--- config.mk ---
export PLATFORM = sky130hd
export DESIGN_NAME = rssi_follow_move_decision_top
export DESIGN_NICKNAME = d
export VERILOG_FILES = /design/src/rtl/rfmd_pkg.sv /design/src/rtl/rfmd_ctrl.sv /design/src/rtl/rfmd_dp.sv /design/src/rtl/rssi_follow_move_decision_top.sv
export SDC_FILE = /design/constraint.sdc
export NUM_CORES = 1
export LEC_CHECK = 0
export BUFFER_PORTS_ARGS = -buffer_cell sky130_fd_sc_hd__buf_2
export CAP_MARGIN = 40
export CORE_MARGIN = 3
export CORE_UTILIZATION = 35
export DETAILED_ROUTE_END_ITERATION = 16
export PLACE_DENSITY_LB_ADDON = 0.3
export SLEW_MARGIN = 5
export SYNTH_ARGS = -nofsm -noshare
export SYNTH_HDL_FRONTEND = slang
export SYNTH_HIERARCHICAL = 1
export SYNTH_SLANG_ARGS = --single-unit
--- constraint.sdc ---
create_clock -name clk -period 4.5 [get_ports clk]
set_input_delay 0.675 -clock clk [delete_from_list [all_inputs] [get_ports clk]]
set_output_delay 0.675 -clock clk [all_outputs]
set_load 0.01 [all_outputs]
--- src/rtl/rfmd_pkg.sv ---
// shared types and constants for the rssi follow move decision block
package rfmd_pkg;

	// opcode of an input word
	localparam logic OP_FRAME = 1'b0;
	localparam logic OP_TICK  = 1'b1;

	// configuration register indexes
	localparam logic [1:0] CFG_TARGET_RSSI    = 2'd0;
	localparam logic [1:0] CFG_MOVE_THRESHOLD = 2'd1;
	localparam logic [1:0] CFG_STATIONARY     = 2'd2;

	// configuration reset values
	localparam logic signed [7:0] TARGET_RSSI_RST    = -8'sd30;
	localparam logic [6:0]        MOVE_THRESHOLD_RST = 7'd1;

	// outcome codes
	localparam logic [2:0] OUT_TOO_FEW = 3'd0;
	localparam logic [2:0] OUT_SEEDED  = 3'd1;
	localparam logic [2:0] OUT_TARGET  = 3'd2;
	localparam logic [2:0] OUT_KEPT    = 3'd3;
	localparam logic [2:0] OUT_TURNED  = 3'd4;

	// speed and heading values
	localparam logic [6:0] SPEED_STOP   = 7'd0;
	localparam logic [6:0] SPEED_FULL   = 7'd100;
	localparam logic [8:0] HEADING_RST  = 9'd90;
	localparam logic [8:0] HEADING_STEP = 9'd90;
	localparam logic [8:0] HEADING_LAST = 9'd270;

	typedef struct packed {
		logic              opcode;
		logic              header_match;
		logic [63:0]       sender_id;
		logic signed [7:0] rssi;
	} in_word_t;

	typedef struct packed {
		logic [6:0] speed;
		logic [8:0] heading;
		logic [2:0] outcome;
	} out_word_t;

	// controller to datapath commands
	typedef struct packed {
		logic frame_acc;
		logic tick_acc;
		logic scan_start;
		logic scan_rd;
		logic div_load;
		logic div_step;
		logic finish;
	} cmd_t;

	// datapath to controller status
	typedef struct packed {
		logic dec_due;
		logic scan_last;
		logic empty;
		logic div_last;
		logic out_free;
	} status_t;

endpackage

--- src/rtl/rfmd_ctrl.sv ---
// controller state machine for the rssi follow move decision block
module rfmd_ctrl (
	input  logic             clk,
	input  logic             arst_n,
	input  logic             in_valid,
	input  logic             in_opcode,
	output logic             in_ready,
	input  rfmd_pkg::status_t status,
	output rfmd_pkg::cmd_t    cmd
);
	import rfmd_pkg::*;

	typedef enum logic [4:0] {
		ST_IDLE   = 5'b00001,
		ST_SCAN   = 5'b00010,
		ST_DRAIN  = 5'b00100,
		ST_LOAD   = 5'b01000,
		ST_FINISH = 5'b10000
	} state_t;

	state_t state_q, state_d;
	logic   div_busy_q, div_busy_d;
	logic   accept;

	assign in_ready = (state_q == ST_IDLE);
	assign accept   = in_valid && in_ready;

	// command decode and next state
	always_comb begin
		cmd            = '0;
		state_d        = state_q;
		div_busy_d     = div_busy_q;
		cmd.frame_acc  = accept && (in_opcode == OP_FRAME);
		cmd.tick_acc   = accept && (in_opcode == OP_TICK);
		unique case (state_q)
			ST_IDLE: begin
				if (cmd.tick_acc && status.dec_due) begin
					cmd.scan_start = 1'b1;
					state_d        = ST_SCAN;
				end
			end
			ST_SCAN: begin
				cmd.scan_rd = 1'b1;
				if (status.scan_last) begin
					state_d = ST_DRAIN;
				end
			end
			ST_DRAIN: begin
				state_d = ST_LOAD;
			end
			ST_LOAD: begin
				// divide only when every slot holds a sample
				if (div_busy_q) begin
					cmd.div_step = 1'b1;
					if (status.div_last) begin
						div_busy_d = 1'b0;
						state_d    = ST_FINISH;
					end
				end else if (status.empty) begin
					state_d = ST_FINISH;
				end else begin
					cmd.div_load = 1'b1;
					div_busy_d   = 1'b1;
				end
			end
			ST_FINISH: begin
				if (status.out_free) begin
					cmd.finish = 1'b1;
					state_d    = ST_IDLE;
				end
			end
			default: begin
				state_d = ST_IDLE;
			end
		endcase
	end

	// state registers
	always_ff @(posedge clk or negedge arst_n) begin
		if (!arst_n) begin
			state_q    <= ST_IDLE;
			div_busy_q <= 1'b0;
		end else begin
			state_q    <= state_d;
			div_busy_q <= div_busy_d;
		end
	end

endmodule

--- src/rtl/rfmd_dp.sv ---
// datapath: sample history, tick counter, averaging divider and decision
module rfmd_dp #(
	parameter int HISTORY_DEPTH = 16
) (
	input  logic               clk,
	input  logic               arst_n,
	input  rfmd_pkg::in_word_t  in_data,
	input  logic               cfg_valid,
	input  logic [1:0]         cfg_index,
	input  logic [7:0]         cfg_data,
	input  rfmd_pkg::cmd_t      cmd,
	output rfmd_pkg::status_t   status,
	output logic               out_valid,
	input  logic               out_ready,
	output rfmd_pkg::out_word_t out_data
);
	import rfmd_pkg::*;

	localparam int IX_W   = (HISTORY_DEPTH > 1) ? $clog2(HISTORY_DEPTH) : 1;
	localparam int MAG_W  = 8 + IX_W;
	localparam int SUM_W  = MAG_W + 1;
	localparam int RCP_S  = MAG_W + IX_W;
	localparam int RCP_W  = MAG_W + 1;
	localparam int PROD_W = MAG_W + RCP_W;

	localparam logic [IX_W-1:0] IX_LAST = IX_W'(HISTORY_DEPTH - 1);
	// reciprocal of the depth rounded up, exact for every magnitude below 2**MAG_W
	localparam logic [RCP_W-1:0] DEPTH_RCP =
		RCP_W'(((1 << RCP_S) + HISTORY_DEPTH - 1) / HISTORY_DEPTH);

	// configuration
	logic signed [7:0] target_rssi_q;
	logic [6:0]        move_threshold_q;
	logic              stationary_q;

	// history and neighbour
	logic [7:0]            ring_mem [HISTORY_DEPTH];
	logic [HISTORY_DEPTH-1:0] ring_vld_q;
	logic [IX_W-1:0]       write_slot_q;
	logic                  nb_known_q;
	logic [63:0]           nb_id_q;

	// tick counter and its phase within one history period
	logic [7:0]      tick_count_q;
	logic [IX_W-1:0] phase_q;
	logic [7:0]      tick_next;
	logic [IX_W-1:0] phase_next;

	// scan
	logic [IX_W-1:0]   scan_ix_q;
	logic              rd_pend_s1;
	logic [7:0]        rd_data_s1;
	logic              rd_vld_s1;
	logic signed [SUM_W-1:0] sum_q;
	logic              empty_q;

	// divider
	logic [MAG_W-1:0]  mag_q;
	logic [7:0]        quo_q;
	logic              sum_neg_q;
	logic [SUM_W-1:0]  sum_abs;
	logic [PROD_W-1:0] prod;

	// decision state
	logic signed [7:0] last_avg_q;
	logic [6:0]        cur_speed_q;
	logic [8:0]        cur_heading_q;
	logic              out_valid_q;
	out_word_t         out_data_q;

	logic store;
	logic signed [7:0] avg;
	logic signed [8:0] rise;
	logic [6:0]        speed_d;
	logic [8:0]        heading_d;
	logic [2:0]        outcome_d;
	logic              upd_avg;

	// configuration writes, beyond the list are dropped
	always_ff @(posedge clk or negedge arst_n) begin
		if (!arst_n) begin
			target_rssi_q    <= TARGET_RSSI_RST;
			move_threshold_q <= MOVE_THRESHOLD_RST;
			stationary_q     <= 1'b0;
		end else if (cfg_valid) begin
			unique case (cfg_index)
				CFG_TARGET_RSSI:    target_rssi_q    <= $signed(cfg_data);
				CFG_MOVE_THRESHOLD: move_threshold_q <= cfg_data[6:0];
				CFG_STATIONARY:     stationary_q     <= cfg_data[0];
				default: ;
			endcase
		end
	end

	// frame word: latch first sender, store samples from it
	assign store = cmd.frame_acc && in_data.header_match &&
		(!nb_known_q || (nb_id_q == in_data.sender_id));

	always_ff @(posedge clk or negedge arst_n) begin
		if (!arst_n) begin
			nb_known_q   <= 1'b0;
			nb_id_q      <= '0;
			write_slot_q <= '0;
			ring_vld_q   <= '0;
		end else if (store) begin
			nb_known_q               <= 1'b1;
			nb_id_q                  <= in_data.sender_id;
			ring_vld_q[write_slot_q] <= 1'b1;
			write_slot_q <= (write_slot_q == IX_LAST) ? '0 : write_slot_q + 1'b1;
		end
	end

	// history memory, one write and one registered read port
	always_ff @(posedge clk) begin
		if (store) begin
			ring_mem[write_slot_q] <= in_data.rssi;
		end
		rd_data_s1 <= ring_mem[scan_ix_q];
	end

	// tick counter; phase restarts when the counter wraps
	assign tick_next  = tick_count_q + 8'd1;
	assign phase_next = (tick_next == 8'd0 || phase_q == IX_LAST) ? '0 : phase_q + 1'b1;
	assign status.dec_due = !stationary_q && (phase_next == '0);

	always_ff @(posedge clk or negedge arst_n) begin
		if (!arst_n) begin
			tick_count_q <= '0;
			phase_q      <= '0;
		end else if (cmd.tick_acc) begin
			tick_count_q <= tick_next;
			phase_q      <= phase_next;
		end
	end

	// scan over the history, summing and looking for empty slots
	assign status.scan_last = (scan_ix_q == IX_LAST);

	always_ff @(posedge clk or negedge arst_n) begin
		if (!arst_n) begin
			scan_ix_q  <= '0;
			rd_pend_s1 <= 1'b0;
			rd_vld_s1  <= 1'b0;
			sum_q      <= '0;
			empty_q    <= 1'b0;
		end else begin
			rd_pend_s1 <= cmd.scan_rd;
			rd_vld_s1  <= ring_vld_q[scan_ix_q];
			if (cmd.scan_start) begin
				scan_ix_q <= '0;
				sum_q     <= '0;
				empty_q   <= 1'b0;
			end else begin
				if (cmd.scan_rd) begin
					scan_ix_q <= status.scan_last ? '0 : scan_ix_q + 1'b1;
				end
				if (rd_pend_s1) begin
					sum_q   <= sum_q + SUM_W'($signed(rd_data_s1));
					empty_q <= empty_q || !rd_vld_s1 || (rd_data_s1 == 8'd0);
				end
			end
		end
	end

	assign status.empty = empty_q;

	// divide by the history depth: magnitude times its rounded-up reciprocal
	assign sum_abs = sum_q[SUM_W-1] ? SUM_W'(-sum_q) : SUM_W'(sum_q);
	assign prod    = PROD_W'(mag_q) * PROD_W'(DEPTH_RCP);
	assign status.div_last = 1'b1;

	always_ff @(posedge clk or negedge arst_n) begin
		if (!arst_n) begin
			mag_q     <= '0;
			quo_q     <= '0;
			sum_neg_q <= 1'b0;
		end else if (cmd.div_load) begin
			mag_q     <= sum_abs[MAG_W-1:0];
			sum_neg_q <= sum_q[SUM_W-1];
		end else if (cmd.div_step) begin
			quo_q <= prod[RCP_S +: 8];
		end
	end

	// average truncated toward zero
	assign avg  = sum_neg_q ? $signed(8'(~quo_q + 8'd1)) : $signed(quo_q);
	assign rise = 9'(avg) - 9'(last_avg_q);

	// decision
	always_comb begin
		speed_d   = cur_speed_q;
		heading_d = cur_heading_q;
		outcome_d = OUT_TOO_FEW;
		upd_avg   = 1'b0;
		priority if (empty_q) begin
			speed_d = SPEED_STOP;
		end else if (last_avg_q == 8'sd0) begin
			speed_d   = SPEED_STOP;
			outcome_d = OUT_SEEDED;
			upd_avg   = 1'b1;
		end else if (avg >= target_rssi_q) begin
			speed_d   = SPEED_STOP;
			heading_d = '0;
			outcome_d = OUT_TARGET;
			upd_avg   = 1'b1;
		end else if (rise > $signed({2'b00, move_threshold_q})) begin
			speed_d   = SPEED_FULL;
			outcome_d = OUT_KEPT;
			upd_avg   = 1'b1;
		end else begin
			speed_d   = SPEED_FULL;
			heading_d = (cur_heading_q == HEADING_LAST) ? '0 : cur_heading_q + HEADING_STEP;
			outcome_d = OUT_TURNED;
			upd_avg   = 1'b1;
		end
	end

	always_ff @(posedge clk or negedge arst_n) begin
		if (!arst_n) begin
			last_avg_q    <= '0;
			cur_speed_q   <= SPEED_FULL;
			cur_heading_q <= HEADING_RST;
		end else if (cmd.finish) begin
			cur_speed_q   <= speed_d;
			cur_heading_q <= heading_d;
			if (upd_avg) begin
				last_avg_q <= avg;
			end
		end
	end

	// output register
	assign status.out_free = !out_valid_q || out_ready;

	always_ff @(posedge clk or negedge arst_n) begin
		if (!arst_n) begin
			out_valid_q <= 1'b0;
		end else if (cmd.finish) begin
			out_valid_q <= 1'b1;
		end else if (out_ready) begin
			out_valid_q <= 1'b0;
		end
	end

	always_ff @(posedge clk) begin
		if (cmd.finish) begin
			out_data_q.speed   <= speed_d;
			out_data_q.heading <= heading_d;
			out_data_q.outcome <= outcome_d;
		end
	end

	assign out_valid = out_valid_q;
	assign out_data  = out_data_q;

endmodule

--- src/rtl/rssi_follow_move_decision_top.sv ---
// top level of the rssi follow move decision block
//
// input channel (in_valid/in_ready/in_data) takes frame words and tick words.
// a frame word from the latched neighbour writes its rssi into the history;
// frame words and ticks that do not decide are accepted back to back while idle.
// every HISTORY_DEPTH-th tick (counter wraps at 256) on a non-stationary node
// starts a decision: the history is read one slot a cycle, then the sum
// magnitude is divided by the depth with a single reciprocal multiply,
// which is skipped when the history still holds an empty slot.
// one word is worked on at a time; in_ready is low during a decision.
// the result sits in an output register: the next input word is accepted
// while it waits, but a new decision holds in its final step until the
// previous word is taken by out_ready.
// configuration writes (cfg_valid/cfg_ready) are always accepted and are
// meant for idle periods; unknown indexes are ignored.
// reset clears the history (all slots empty), neighbour, counters and
// average, sets speed 100, heading 90 and the configuration defaults.
module rssi_follow_move_decision_top #(
	parameter int HISTORY_DEPTH = 16
) (
	input  logic                clk,
	input  logic                arst_n,
	input  logic                in_valid,
	output logic                in_ready,
	input  rfmd_pkg::in_word_t  in_data,
	output logic                out_valid,
	input  logic                out_ready,
	output rfmd_pkg::out_word_t out_data,
	input  logic                cfg_valid,
	output logic                cfg_ready,
	input  logic [1:0]          cfg_index,
	input  logic [7:0]          cfg_data
);
	import rfmd_pkg::*;

	cmd_t    cmd;
	status_t status;

	assign cfg_ready = 1'b1;

	// sequencing
	rfmd_ctrl u_ctrl (
		.clk       (clk),
		.arst_n    (arst_n),
		.in_valid  (in_valid),
		.in_opcode (in_data.opcode),
		.in_ready  (in_ready),
		.status    (status),
		.cmd       (cmd)
	);

	// storage and arithmetic
	rfmd_dp #(
		.HISTORY_DEPTH (HISTORY_DEPTH)
	) u_dp (
		.clk       (clk),
		.arst_n    (arst_n),
		.in_data   (in_data),
		.cfg_valid (cfg_valid),
		.cfg_index (cfg_index),
		.cfg_data  (cfg_data),
		.cmd       (cmd),
		.status    (status),
		.out_valid (out_valid),
		.out_ready (out_ready),
		.out_data  (out_data)
	);

endmodule

# --- After elaboration in Yosys (flattened, before gate mapping) ---
# Memories as Yosys holds them, arrays and structs flattened. A register that Yosys moved wholly into a read port is not among the register bits.
# Cells that the tools add are included.
op_classes:
  addsub: 9
  magnitude_cmp: 5
  n_eq_ne: 16
  n_mux: 43
  n_bitwise: 5
  reduce_logical: 33
ops:
  columns: ["cell", "count"]
  rows:
  - ["64-bit equality test", 1]
  - ["9-bit 2-to-1 mux", 5]
  - ["13-bit 2-to-1 mux", 2]
  - ["5-bit 2-to-1 mux", 5]
  - ["5-bit one-hot mux with 5 select lines", 1]
  - ["8-bit zero test", 3]
  - ["4-bit 2-to-1 mux", 5]
  - ["1-bit 2-to-1 mux", 17]
  - ["8-bit by 1-bit adder with 8-bit output, second input constant", 2]
  - ["16-bit OR", 1]
  - ["13-bit by 8-bit adder with 13-bit output", 1]
  - ["4-bit by 1-bit adder with 4-bit output, second input constant", 3]
  - ["4-bit equality test, second input constant", 3]
  - ["12-bit 2-to-1 mux", 1]
  - ["12-bit negator", 1]
  - ["4-bit by 5-bit less-than comparator with 1-bit output, second input constant", 2]
  - ["2-bit AND reduction", 5]
  - ["9-bit by 7-bit adder with 9-bit output, second input constant", 1]
  - ["9-bit equality test, second input constant", 1]
  - ["9-bit by 8-bit > comparator with 1-bit output", 1]
  - ["8-bit by 8-bit subtractor with 9-bit output", 1]
  - ["8-bit greater-or-equal comparator", 1]
  - ["1-bit logical AND", 8]
  - ["8-bit 2-to-1 mux", 1]
  - ["other kinds (26)", 39]
totals:
  ff_bits: 197
  ramBits: 128
  inputBits: 89
  out_inout_bits: 22
  word_cells: 139
  mem_count: 1
memory_table:
  columns: ["memory", "depth", "word_bits", "rd", "rd_ports_with_merged_regs", "write_ports", "line_no", "text"]
  rows:
  - ["u_dp.ring_mem", 16, 8, 1, 1, 1, "rfmd_dp.sv:37", "logic [7:0] ring_mem [HISTORY_DEPTH];"]

# --- Logic depth before layout (Yosys ltp) ---
# Gate-level depths: netlist (run 1).
depth:
  ltp_word: 10
  mapped_depth: 21
  mapped_depth_nobuf: 19

# --- Modules after synthesis ---
# Netlist (run 1), hierarchy kept.
modules_own_cells:
  columns: ["mod", "n_inst", "cells_per_inst", "area_each_um2", "seq_area_each_um2"]
  rows:
  - ["rfmd_dp", 1, 1062, 14564.0, 8609.5]
  - ["rfmd_ctrl", 1, 41, 370.4, 151.4]
  - ["rssi_follow_move_decision_top", 1, 2, 11.3, 0.0]

# --- Least setup slack after synthesis (run 1) ---
# No wires, ideal clock.
synth_path:
  path_type: "flip-flop to flip-flop"
  from: "reg u_dp.quo_q[0]"
  to: "reg u_dp.cur_heading_q[6]"
  setup_ns: 0.085
  arrival_ns: 4.118
  required_ns: 4.415
  slack_ns: 0.297
  stages_incl_launch_ff: 20
  n_path_buf: 1
  period_less_slack_ns: 4.203
  cell_sequence: "dfrtp_1 > inv_1 > ha_1 > nand2_1 > o21ai_0 > fa_1 > a211oi_1 > nor2_1 > o31a_1 > a21oi_1 > ha_1 > nand4_1 > o22ai_1 > a31oi_1 > and3b_1 > or3_1 > buf_2 > a22o_1 > or4b_1 > o221ai_1"
synth_via:
  elab_chain_cells: 9
  elab_cells_between_ends: 10
  cone_classes: "add/sub: 2; order compare: 2; mux: 5; bitwise: 1"
synth_lines:
  columns: ["element", "line_no", "text"]
  rows:
  - ["start, declared", "rfmd_dp.sv:59", "logic [7:0] quo_q;"]
  - ["start signal, assigned", "rfmd_dp.sv:181", "quo_q <= prod[RCP_S +: 8];"]
  - ["8-bit NOT *", "rfmd_dp.sv:186", "assign avg = sum_neg_q ? $signed(8'(~quo_q + 8'd1)) : $signed(quo_q);"]
  - ["8-bit by 1-bit adder with 8-bit output *", "rfmd_dp.sv:186", null]
  - ["8-bit 2-to-1 mux *", "rfmd_dp.sv:186", null]
  - ["via u_dp.avg[1]", "rfmd_dp.sv:72", "logic signed [7:0] avg;"]
  - ["8-bit by 8-bit subtractor with 9-bit output", "rfmd_dp.sv:187", "assign rise = 9'(avg) - 9'(last_avg_q);"]
  - ["9-bit by 8-bit > comparator with 1-bit output", "rfmd_dp.sv:206", "end else if (rise > $signed({2'b00, move_threshold_q})) begin"]
  - ["9-bit 2-to-1 mux", "rfmd_dp.sv:206", null]
  - ["9-bit 2-to-1 mux *", "rfmd_dp.sv:201", "end else if (avg >= target_rssi_q) begin"]
  - ["9-bit 2-to-1 mux *", "rfmd_dp.sv:197", "end else if (last_avg_q == 8'sd0) begin"]
  - ["9-bit 2-to-1 mux *", "rfmd_dp.sv:195", "priority if (empty_q) begin"]
  - ["end signal, assigned", "rfmd_dp.sv:225", "cur_heading_q <= heading_d;"]
  - ["end, declared", "rfmd_dp.sv:67", "logic [8:0] cur_heading_q;"]
# Mark *: on every way through the listed nets, which the timed path passes. The rest lies on a longest branch.
# A chain may end at the register's enable or synchronous reset.

# --- Final worst setup path (run 1) ---
layout_path:
  from: "reg u_dp.quo_q[1]"
  to: "reg u_dp.cur_heading_q[6]"
# Same word-level chain as after synthesis.

==> results summary, run 1 <==
The run finished with clean final reports. The largest individual stage delay along the critical path comes from the cell or4b_1. After clock tree synthesis, the clock-pin slew on the worst setup and hold paths is 60 ps.

The placed standard-cell area came out at 0.01619 sq mm. The core outline area came out at 0.04204 sq mm. The register-to-register setup slack came out at 150 ps. The total length of routed met2 wires is 14.49 mm.

The final routed wirelength across all metal layers is 29.32 mm. STA classifies the critical path startpoint as a flip-flop. In this run the horizontal extent of the chip is 212.6 um. The path with the worst hold slack has its endpoint at u_dp/target_rssi_q[7]. The first-pass GRT wire length is 48.08 mm. The netlist area before placement came out at 0.01495 sq mm. The fraction of power consumed by sequential logic came out at 0.446. Setup violations remaining at the end of the flow were counted as 0. In this run the power density over the cells is 503.8 mW/mm^2.

Wire segments on met3 add up to 1.212 mm in the final route. Counting cells, the worst reg-to-reg path comes to 17. Measured against its own limit, the worst slew margin works out to 0.4219.

Between clock sinks in the finished design, the worst skew comes to 11.48 ps. The pin count of the biggest net entering global routing came out at 89. Across the run, the number of max-cap violations was 0.

The master cell of the clock root buffer is clkbuf_16. The mean area per synthesized cell is 13.53 sq um. The cell count after placement is 1,729. The critical path class is reg -> reg. The final routed DRC violation total is 0.

The number of warnings reported in the yosys synthesis log is 6. The final design area excluding fillers came out at 0.01747 sq mm. The net switching power is 2454 uW. The share of total power dissipated in the clock network is 0.333. The number of global-route vias before repair came out at 9,070. The count of H-tree levels built during CTS came out at 2. The via count normalized by instance count is 4.920. The cell occurring most often along the worst timing path is or3_4. The vias after detailed routing is 8,851.

The critical path starts at u_dp/quo_q[1]. IR analysis of the VDD net gives a maximum drop of 313.3 uV. The HPWL reported at the end of detailed placement came out at 20.40 mm.

The detail-routed net length per standard cell is 16.30 um. The critical path goes through or3_4 -> or3_4 -> nand2_2 -> xnor2_2 -> ha_2 -> o21a_1 -> o31a_1 -> a21oi_2 -> ha_1 -> o21a_1 -> o22ai_1 -> a31oi_2 -> and3b_2 -> or3_4 -> a22o_4 -> or4b_1 -> o221ai_1. TritonCTS built the clock tree. Across every metal layer, demand over resource in global routing totals 0.1326. In this run the critical register-to-register path is launched from u_dp/quo_q[1].

For this configuration, the core starts out at a cell density of 0.3555. The logic gate share of total power came out at 0.221. The floorplan step defined a die boundary enclosing 0.04522 sq mm.

In this run the remaining antenna-violating nets after routing total 0. The worst setup path is captured at a flip-flop. The worst min-delay path startpoint is cfg_data[7]. The number of primary I/O pins is 111. Together, buffers and inverters on the worst path number 0. The timing-limited maximum frequency came out at 230.0 MHz. The register bit total from synthesis came out at 323. The internal power is 6347 uW. In this run the tool buffered the top-level ports with 105 buffer cells. The number of antenna violations at the first check in global routing came out at 0. The first routing iteration left 577 violations. The critical-path maximum fanout came out at 5. The synthesized netlist contains 60 unique library cells. The number of hold violations in the final report came to 0. The final-report max-slew violation count is 0. After detailed routing, the wire length on met1 is 13.11 mm.

The largest single stage delay on the critical path is 500 ps. The final cell count without fillers is 1,799. The share of the cycle needed by the critical path after routing is 0.9664. The placement row count came out at 75. The leakage power summed over all cells came out at 0.007039 uW. The synthesis-to-layout area growth came out at 16.89%. The number of detailed-routing iterations run before antenna repair came out at 4. The slew at the pin with the worst max-slew slack came out at 863.9 ps. The share of synthesized flip-flops with an asynchronous set or reset is 0.5387. The class of the most critical hold timing path is in -> reg.

The worst path in the final design needs a cycle of 4349 ps, including I/O delays and setup. The net count of the finished layout is 1,367. Buffers inserted during clock tree synthesis total 36. The endpoint identified for the worst register-to-register timing path is u_dp/cur_heading_q[6]. For this run, the register share of the synthesized area comes to 0.5862. Prior to clock tree synthesis, the placed netlist has a worst setup slack of 134.1 ps. The top routing layer in use is met4.

The number of clock sinks is 323. The required time at the worst-slack endpoint came out at 4950 ps. Summed over all layers, the global routing overflow is 0. Of the total power, the share spent switching nets is 0.2789. The proportion of layout cells with a drive suffix above 1 is 0.2891. The final standard cell utilization of the core came out at 0.4155. The worst hold path was traced through 3 stages.

The critical path's top delay family is simple AND/OR/NAND/NOR gates. At the later pin of the worst-skew pair, clock insertion delay measures 540 ps. The data arrival time of the worst path is 4800 ps.

The total negative setup slack came out at 0 ps. Routability-driven placement finished with a final weighted congestion of 0.8182. The number of enable-type register cells in the synthesized netlist came out at 141. The worst-case setup margin in the final layout came out at 151.3 ps. In this run the deepest clock path goes through 3 buffers.

For this run, the leading register cell type out of synthesis is dfrtp_1. The cell count after synthesis came out at 1,105. Measured along the y axis, the die boundary spans 212.6 um.
[repair_timing]
| action | 4_1_cts | 5_1_grt |
|---|---|---|
| hold buffers | 1 | 0 |
| buffers inserted | 0 | 3 |
| resized for setup | 0 | 14 |
| endpoints found under the setup margin | 0 | 16 |
| endpoints found under the hold margin | 1 | 0 |
[flip-flops by register name, indices dropped and copies added, names as in the netlist, 4 cells and up]
register               cells
u_dp/ring_mem            128
u_dp/out_data             13
u_dp/ring_vld_q           16
u_dp/cur_heading_q         9
u_dp/tick_count_q          8
u_dp/write_slot_q          4
u_dp/sum_q                13
u_dp/rd_data_s1            8
u_dp/nb_id_q              64
u_ctrl/state_q             5
u_dp/target_rssi_q         8
u_dp/move_threshold_q      7
u_dp/mag_q                 8
u_dp/scan_ix_q             4
u_dp/last_avg_q            8
u_dp/phase_q               4
u_dp/quo_q                 8
[worst min-delay path, delay by kind of cell]
family / cells / cell delay, ps
simple gates: 1 / 40
buf+inv: 1 / 80
compound gates: 1 / 70
[worst max-delay path by stage]
stage / endpoint / slack (ps) / cells after the start
4_1_cts: u_dp/cur_heading_q[6] / 100 / 17
5_1_grt: u_dp/cur_heading_q[6] / -70 / 17
3_3_place_gp: u_dp/cur_heading_q[6] / 190 / 17
6_report: u_dp/cur_heading_q[6] / 150 / 17
3_5_place_dp: u_dp/cur_heading_q[6] / 130 / 17
2_1_floorplan: u_dp/cur_heading_q[6] / 300 / 19
[layer usage]
metal | vias to the layer above | global-route usage
met5 | - | 0
met4 | 0 | 0.03785
met3 | 39 | 0.02582
met2 | 138 | 0.2262
met1 | 4377 | 0.1728
li1 | 4297 | -
[kinds of logic after synthesis]
| kind of cell | Yosys count | synth area share |
|---|---|---|
| xor gates and xnor gates | 102 | 0.05977 |
| muxes | 141 | 0.1391 |
| and+or+nand+nor | 265 | 0.09125 |
| other | 3 | 0.0007534 |
| DFF | 323 | 0.5862 |
| buffers and inverters | 78 | 0.02218 |
| AOI/OAI and AO/OA | 147 | 0.06128 |
| adders and majority gates | 46 | 0.03951 |
[through the flow]
step	power, uW	hold WS, ps
final	8802	368.4
after global placement	5864	446.3
after detailed placement	5937	447.6
after global routing	9361	364.0
after CTS	8922	345.1
after floorplan	5451	379.4
[power groups by stage]
stage / Sequential [uW] / Combinational [uW] / Clock (uW)
detailed placement: 3980 / 1950 / 0
floorplan: 3840 / 1610 / 0
CTS: 3930 / 1960 / 3030
global route: 3990 / 2200 / 3170
global placement: 3960 / 1900 / 0
finish: 3930 / 1950 / 2930
[synth_stat cells, types with 10 or more instances]
library cell | instances | area, sq um
a21o_1 | 11 | 82.58
a21oi_1 | 41 | 205.2
clkbuf_1 | 29 | 108.9
dfrtp_1 | 164 | 4104
dfstp_2 | 10 | 262.8
edfxtp_1 | 141 | 4234
ha_1 | 44 | 550.5
inv_1 | 29 | 108.9
mux2_2 | 83 | 934.7
mux2i_1 | 13 | 130.1
mux4_2 | 45 | 1013
nand2_1 | 54 | 202.7
nand2b_1 | 18 | 112.6
nand3_1 | 11 | 55.05
nand4_1 | 26 | 162.7
nor2_1 | 66 | 247.7
nor2b_1 | 10 | 62.56
nor3_1 | 14 | 70.07
o21ai_0 | 39 | 195.2
o31ai_1 | 10 | 75.07
or2_2 | 18 | 112.6
or3_1 | 10 | 62.56
xnor2_1 | 86 | 753.2
xor2_1 | 16 | 140.1
[final cells by class]
class	instances	area, sq um
Fill cell	3865	24570
Clock buffer	56	1057
Sequential cell	323	8762
Inverter	30	113.9
Clock inverter	9	125.1
Timing Repair Buffer	134	792.0
Tap cell	539	674.4
Antenna cell	1	2.502
Multi-Input combinational cell	707	5942
[layout by cell type (no fill, tap or decap), types with 14 or more instances in the layout]
master,instances
dfrtp_1,163
edfxtp_1,141
buf_2,104
xnor2_1,85
mux2_2,83
nor2_1,66
nand2_1,53
mux4_2,45
ha_1,43
o21ai_0,39
a21oi_1,39
clkbuf_16,37
inv_1,29
buf_4,26
nand4_1,26
nand2b_1,18
or2_2,18
xor2_1,16
nor3_1,14
(Power assumes the default switching activity.)
==> run 2: changes to the inputs <==
- REMOVE_ABC_BUFFERS: not set -> 1
==> run 2 against run 1 <==
Wire length fell by 3.3%. Non-clock buffer count rose by 1. Sequential power barely moved. Clock-buffer cell count fell by 9. Via count barely moved. Critical path type unchanged. Largest power group unchanged.
==> results summary, run 2 (synthesis gave the netlist of run 1 again) <==
The endpoint of the worst-slack reg-to-reg timing path is u_dp/cur_heading_q[6]. The overall power consumption is 9205 uW. The routing usage on met1 is 0.1636. Setup violations remaining at the end of the flow were counted as 0.

The worst stage delay on the critical path is 500 ps. The iteration-0 DRC count of the detailed router came out at 360. The first-pass GRT wire length is 46.09 mm. The leakage power summed over all cells came out at 0.007152 uW. At the pin with the least slew margin, the transition time is 839.9 ps. At the end of routability-driven placement, the weighted congestion stood at 0.7684. For this run, global-route usage on met3 was measured as 0.02390. Leaving out fill and tap cells, the most frequent cells in the layout are 163 x dfrtp_1, 141 x edfxtp_1, 104 x buf_2, 84 x xnor2_1, 83 x mux2_2. The largest voltage drop on the vdd net is 245.4 uV.

The overall routing resource usage is 0.1274. The worst pin sits at a relative slew slack of 0.4380. The clock edge transition at the registers on the reported setup and hold paths came out at 60 ps. The layout filler cell count came out at 3,897. The post-route antenna net violation count came out at 0.

The critical path contains buffers and inverters numbering 0 combined. The final-report max-slew violation count is 0. The placement row count is 75. The number of primary I/O pins is 111. The critical path goes through or3_1 -> or3_4 -> nand2_2 -> xnor2_2 -> ha_1 -> o21a_1 -> o31a_1 -> a21oi_2 -> ha_1 -> nand4_1 -> o22ai_1 -> a31oi_2 -> and3b_2 -> or3_4 -> a22o_4 -> or4b_1 -> o221ai_1. The final clock skew came out at 22.75 ps. The critical-path maximum fanout is 7. The share of the cycle needed by the critical path after routing is 0.9572. The leftover overflow at the end of global routing is 0. The layer flagged by global routing as most heavily used is met2.

The class of the most critical hold timing path is in -> async. The final net count came out at 1,370. Compared with the post-synthesis result, the final layout area differs by 18.22%. The pin count of the biggest net entering global routing came out at 97. The wire-length estimate of the detail-placed layout is 19.70 mm. The clock latency on the worst-skew pair is 550 ps.

The met2 track demand over resource came out at 0.2154. Of the total power, combinational logic draws 0.209. The flow ran to the end, and the final reports show no timing, DRC or antenna violations.

The worst-case setup margin in the final layout is 192.6 ps. The total negative setup slack is 0 ps. The number of detailed-routing iterations run before antenna repair came out at 4. The clock net in this run drives a total of 323 sinks.

TritonCTS built the clock tree. The required time at the worst-slack endpoint came out at 4960 ps. For this design the ratio of total power to cell area is 521.0 mW/mm^2.

The depth of the most critical reg-to-reg path came out at 17. Among all stages on the critical path, the largest delay is contributed by or4b_1. The number of hold violations in the final report came out at 0. The critical path class is reg -> reg. The via count normalized by instance count came out at 4.907. The data arrival time of the worst path is 4770 ps. The deepest clock path buffer count came out at 3.

Measured along the x axis, the die boundary spans 212.6 um. The count of H-tree levels built during CTS is 2. The number of global-route vias before repair came to 9,030. The number of flip-flops in the largest register is 128. Internal power comes to 6704 uW. The origin of the critical flop-to-flop path is u_dp/quo_q[1]. The startpoint type of the worst setup path is a flip-flop. The worst hold margin is 192.1 ps. Ranked by flip-flop count, first place goes to u_dp/ring_mem. The height of the chip is 212.6 um. The count of input and output buffers came out at 105. The master cell of the clock root buffer is clkbuf_16.

Leaving out fill and tap cells, the most frequent cell in the layout is dfrtp_1. In this run the power spent charging and discharging nets is 2501 uW. The core outline area is 0.04204 sq mm. Counting the buffers created by CTS gives 38. The share of total power dissipated in sequential elements is 0.428.

The final standard cell utilization of the core came out at 0.4203. The part of the total power dissipated in the clock network is 0.363. Based on the critical path, the design can be clocked at up to 232.2 MHz. The initial cell density of the core came out at 0.3555. The final routed DRC violation total is 0.

The switching fraction of total power came out at 0.2717. For flop-to-flop paths, the worst setup slack is 190 ps. The number of antenna violations at the first check in global routing is 0. The proportion of layout cells with a drive suffix above 1 is 0.2975. In the final layout, the registers with the most flip-flops are u_dp/ring_mem (128), u_dp/nb_id_q (64), u_dp/ring_vld_q (16).

Summing over every cut layer, the via total after detailed routing is 8,853. The critical path's top delay family is simple AND/OR/NAND/NOR gates. The minimum setup slack after placement is 45.95 ps. The smallest clock period supported by the final layout is computed as 4307 ps. The detail-routed net length per standard cell came out at 15.72 um. Across the run, the number of max-cap violations was 0. The worst setup path is captured at a flip-flop. The die footprint is 0.04522 sq mm. After detailed routing, the total wire length is 28.36 mm.
-- run 2: timing repair --
item                       4_1_cts  5_1_grt
hold buffers                     0        0
resized for setup                0       16
setup endpoints to repair        0       18
buffers inserted                 0        4
-- run 2: worst max-delay path by stage --
stage	from	end	slack (ps)	depth (start not counted)
after floorplan	u_ctrl/state_q[2]	u_dp/ring_mem[3][0]	-2150	7
after global placement	u_dp/quo_q[1]	u_dp/cur_heading_q[6]	130	18
after detailed placement	u_dp/quo_q[1]	u_dp/cur_heading_q[6]	50	18
after CTS	u_dp/quo_q[1]	u_dp/cur_heading_q[6]	40	18
after global routing	u_dp/quo_q[1]	u_dp/cur_heading_q[6]	-100	17
final	u_dp/quo_q[1]	u_dp/cur_heading_q[6]	190	17
-- run 2: power by group through the flow --
stage | Clock (uW) | Combinational [uW] | Sequential (uW)
2_1_floorplan | 0 | 1500 | 3920
3_3_place_gp | 0 | 1890 | 3970
3_5_place_dp | 0 | 1940 | 4000
4_1_cts | 3460 | 1950 | 3940
5_1_grt | 3580 | 2160 | 4010
6_report | 3340 | 1930 | 3940
-- run 2: metrics by stage --
stage	area (sq um)	instances
detailed placement	16180	1730
global placement	16160	1727
floorplan	14740	1060
global route	17670	1803
finish	17670	1804
CTS	17570	1799
-- run 2: area by class of cell --
| class | count | area [sq um] | area share |
|---|---|---|---|
| flip-flops and latches | 323 | 8762 | 0.4959 |
| multi-input cells | 707 | 5939 | 0.3362 |
| clock buffers | 47 | 1067 | 0.06041 |
| repair buffers | 135 | 784.5 | 0.04440 |
| well taps | 539 | 674.4 | 0.03817 |
| clock inverters | 22 | 324.1 | 0.01834 |
| inverters | 30 | 113.9 | 0.006444 |
| diodes | 1 | 2.502 | 0.0001416 |
-- run 2: layer usage --
layer | vias to the layer above | share of wire
li1 | 4320 | -
met1 | 4364 | 0.45
met2 | 122 | 0.49
met3 | 47 | 0.034
met4 | 0 | 0.026
met5 | - | 0
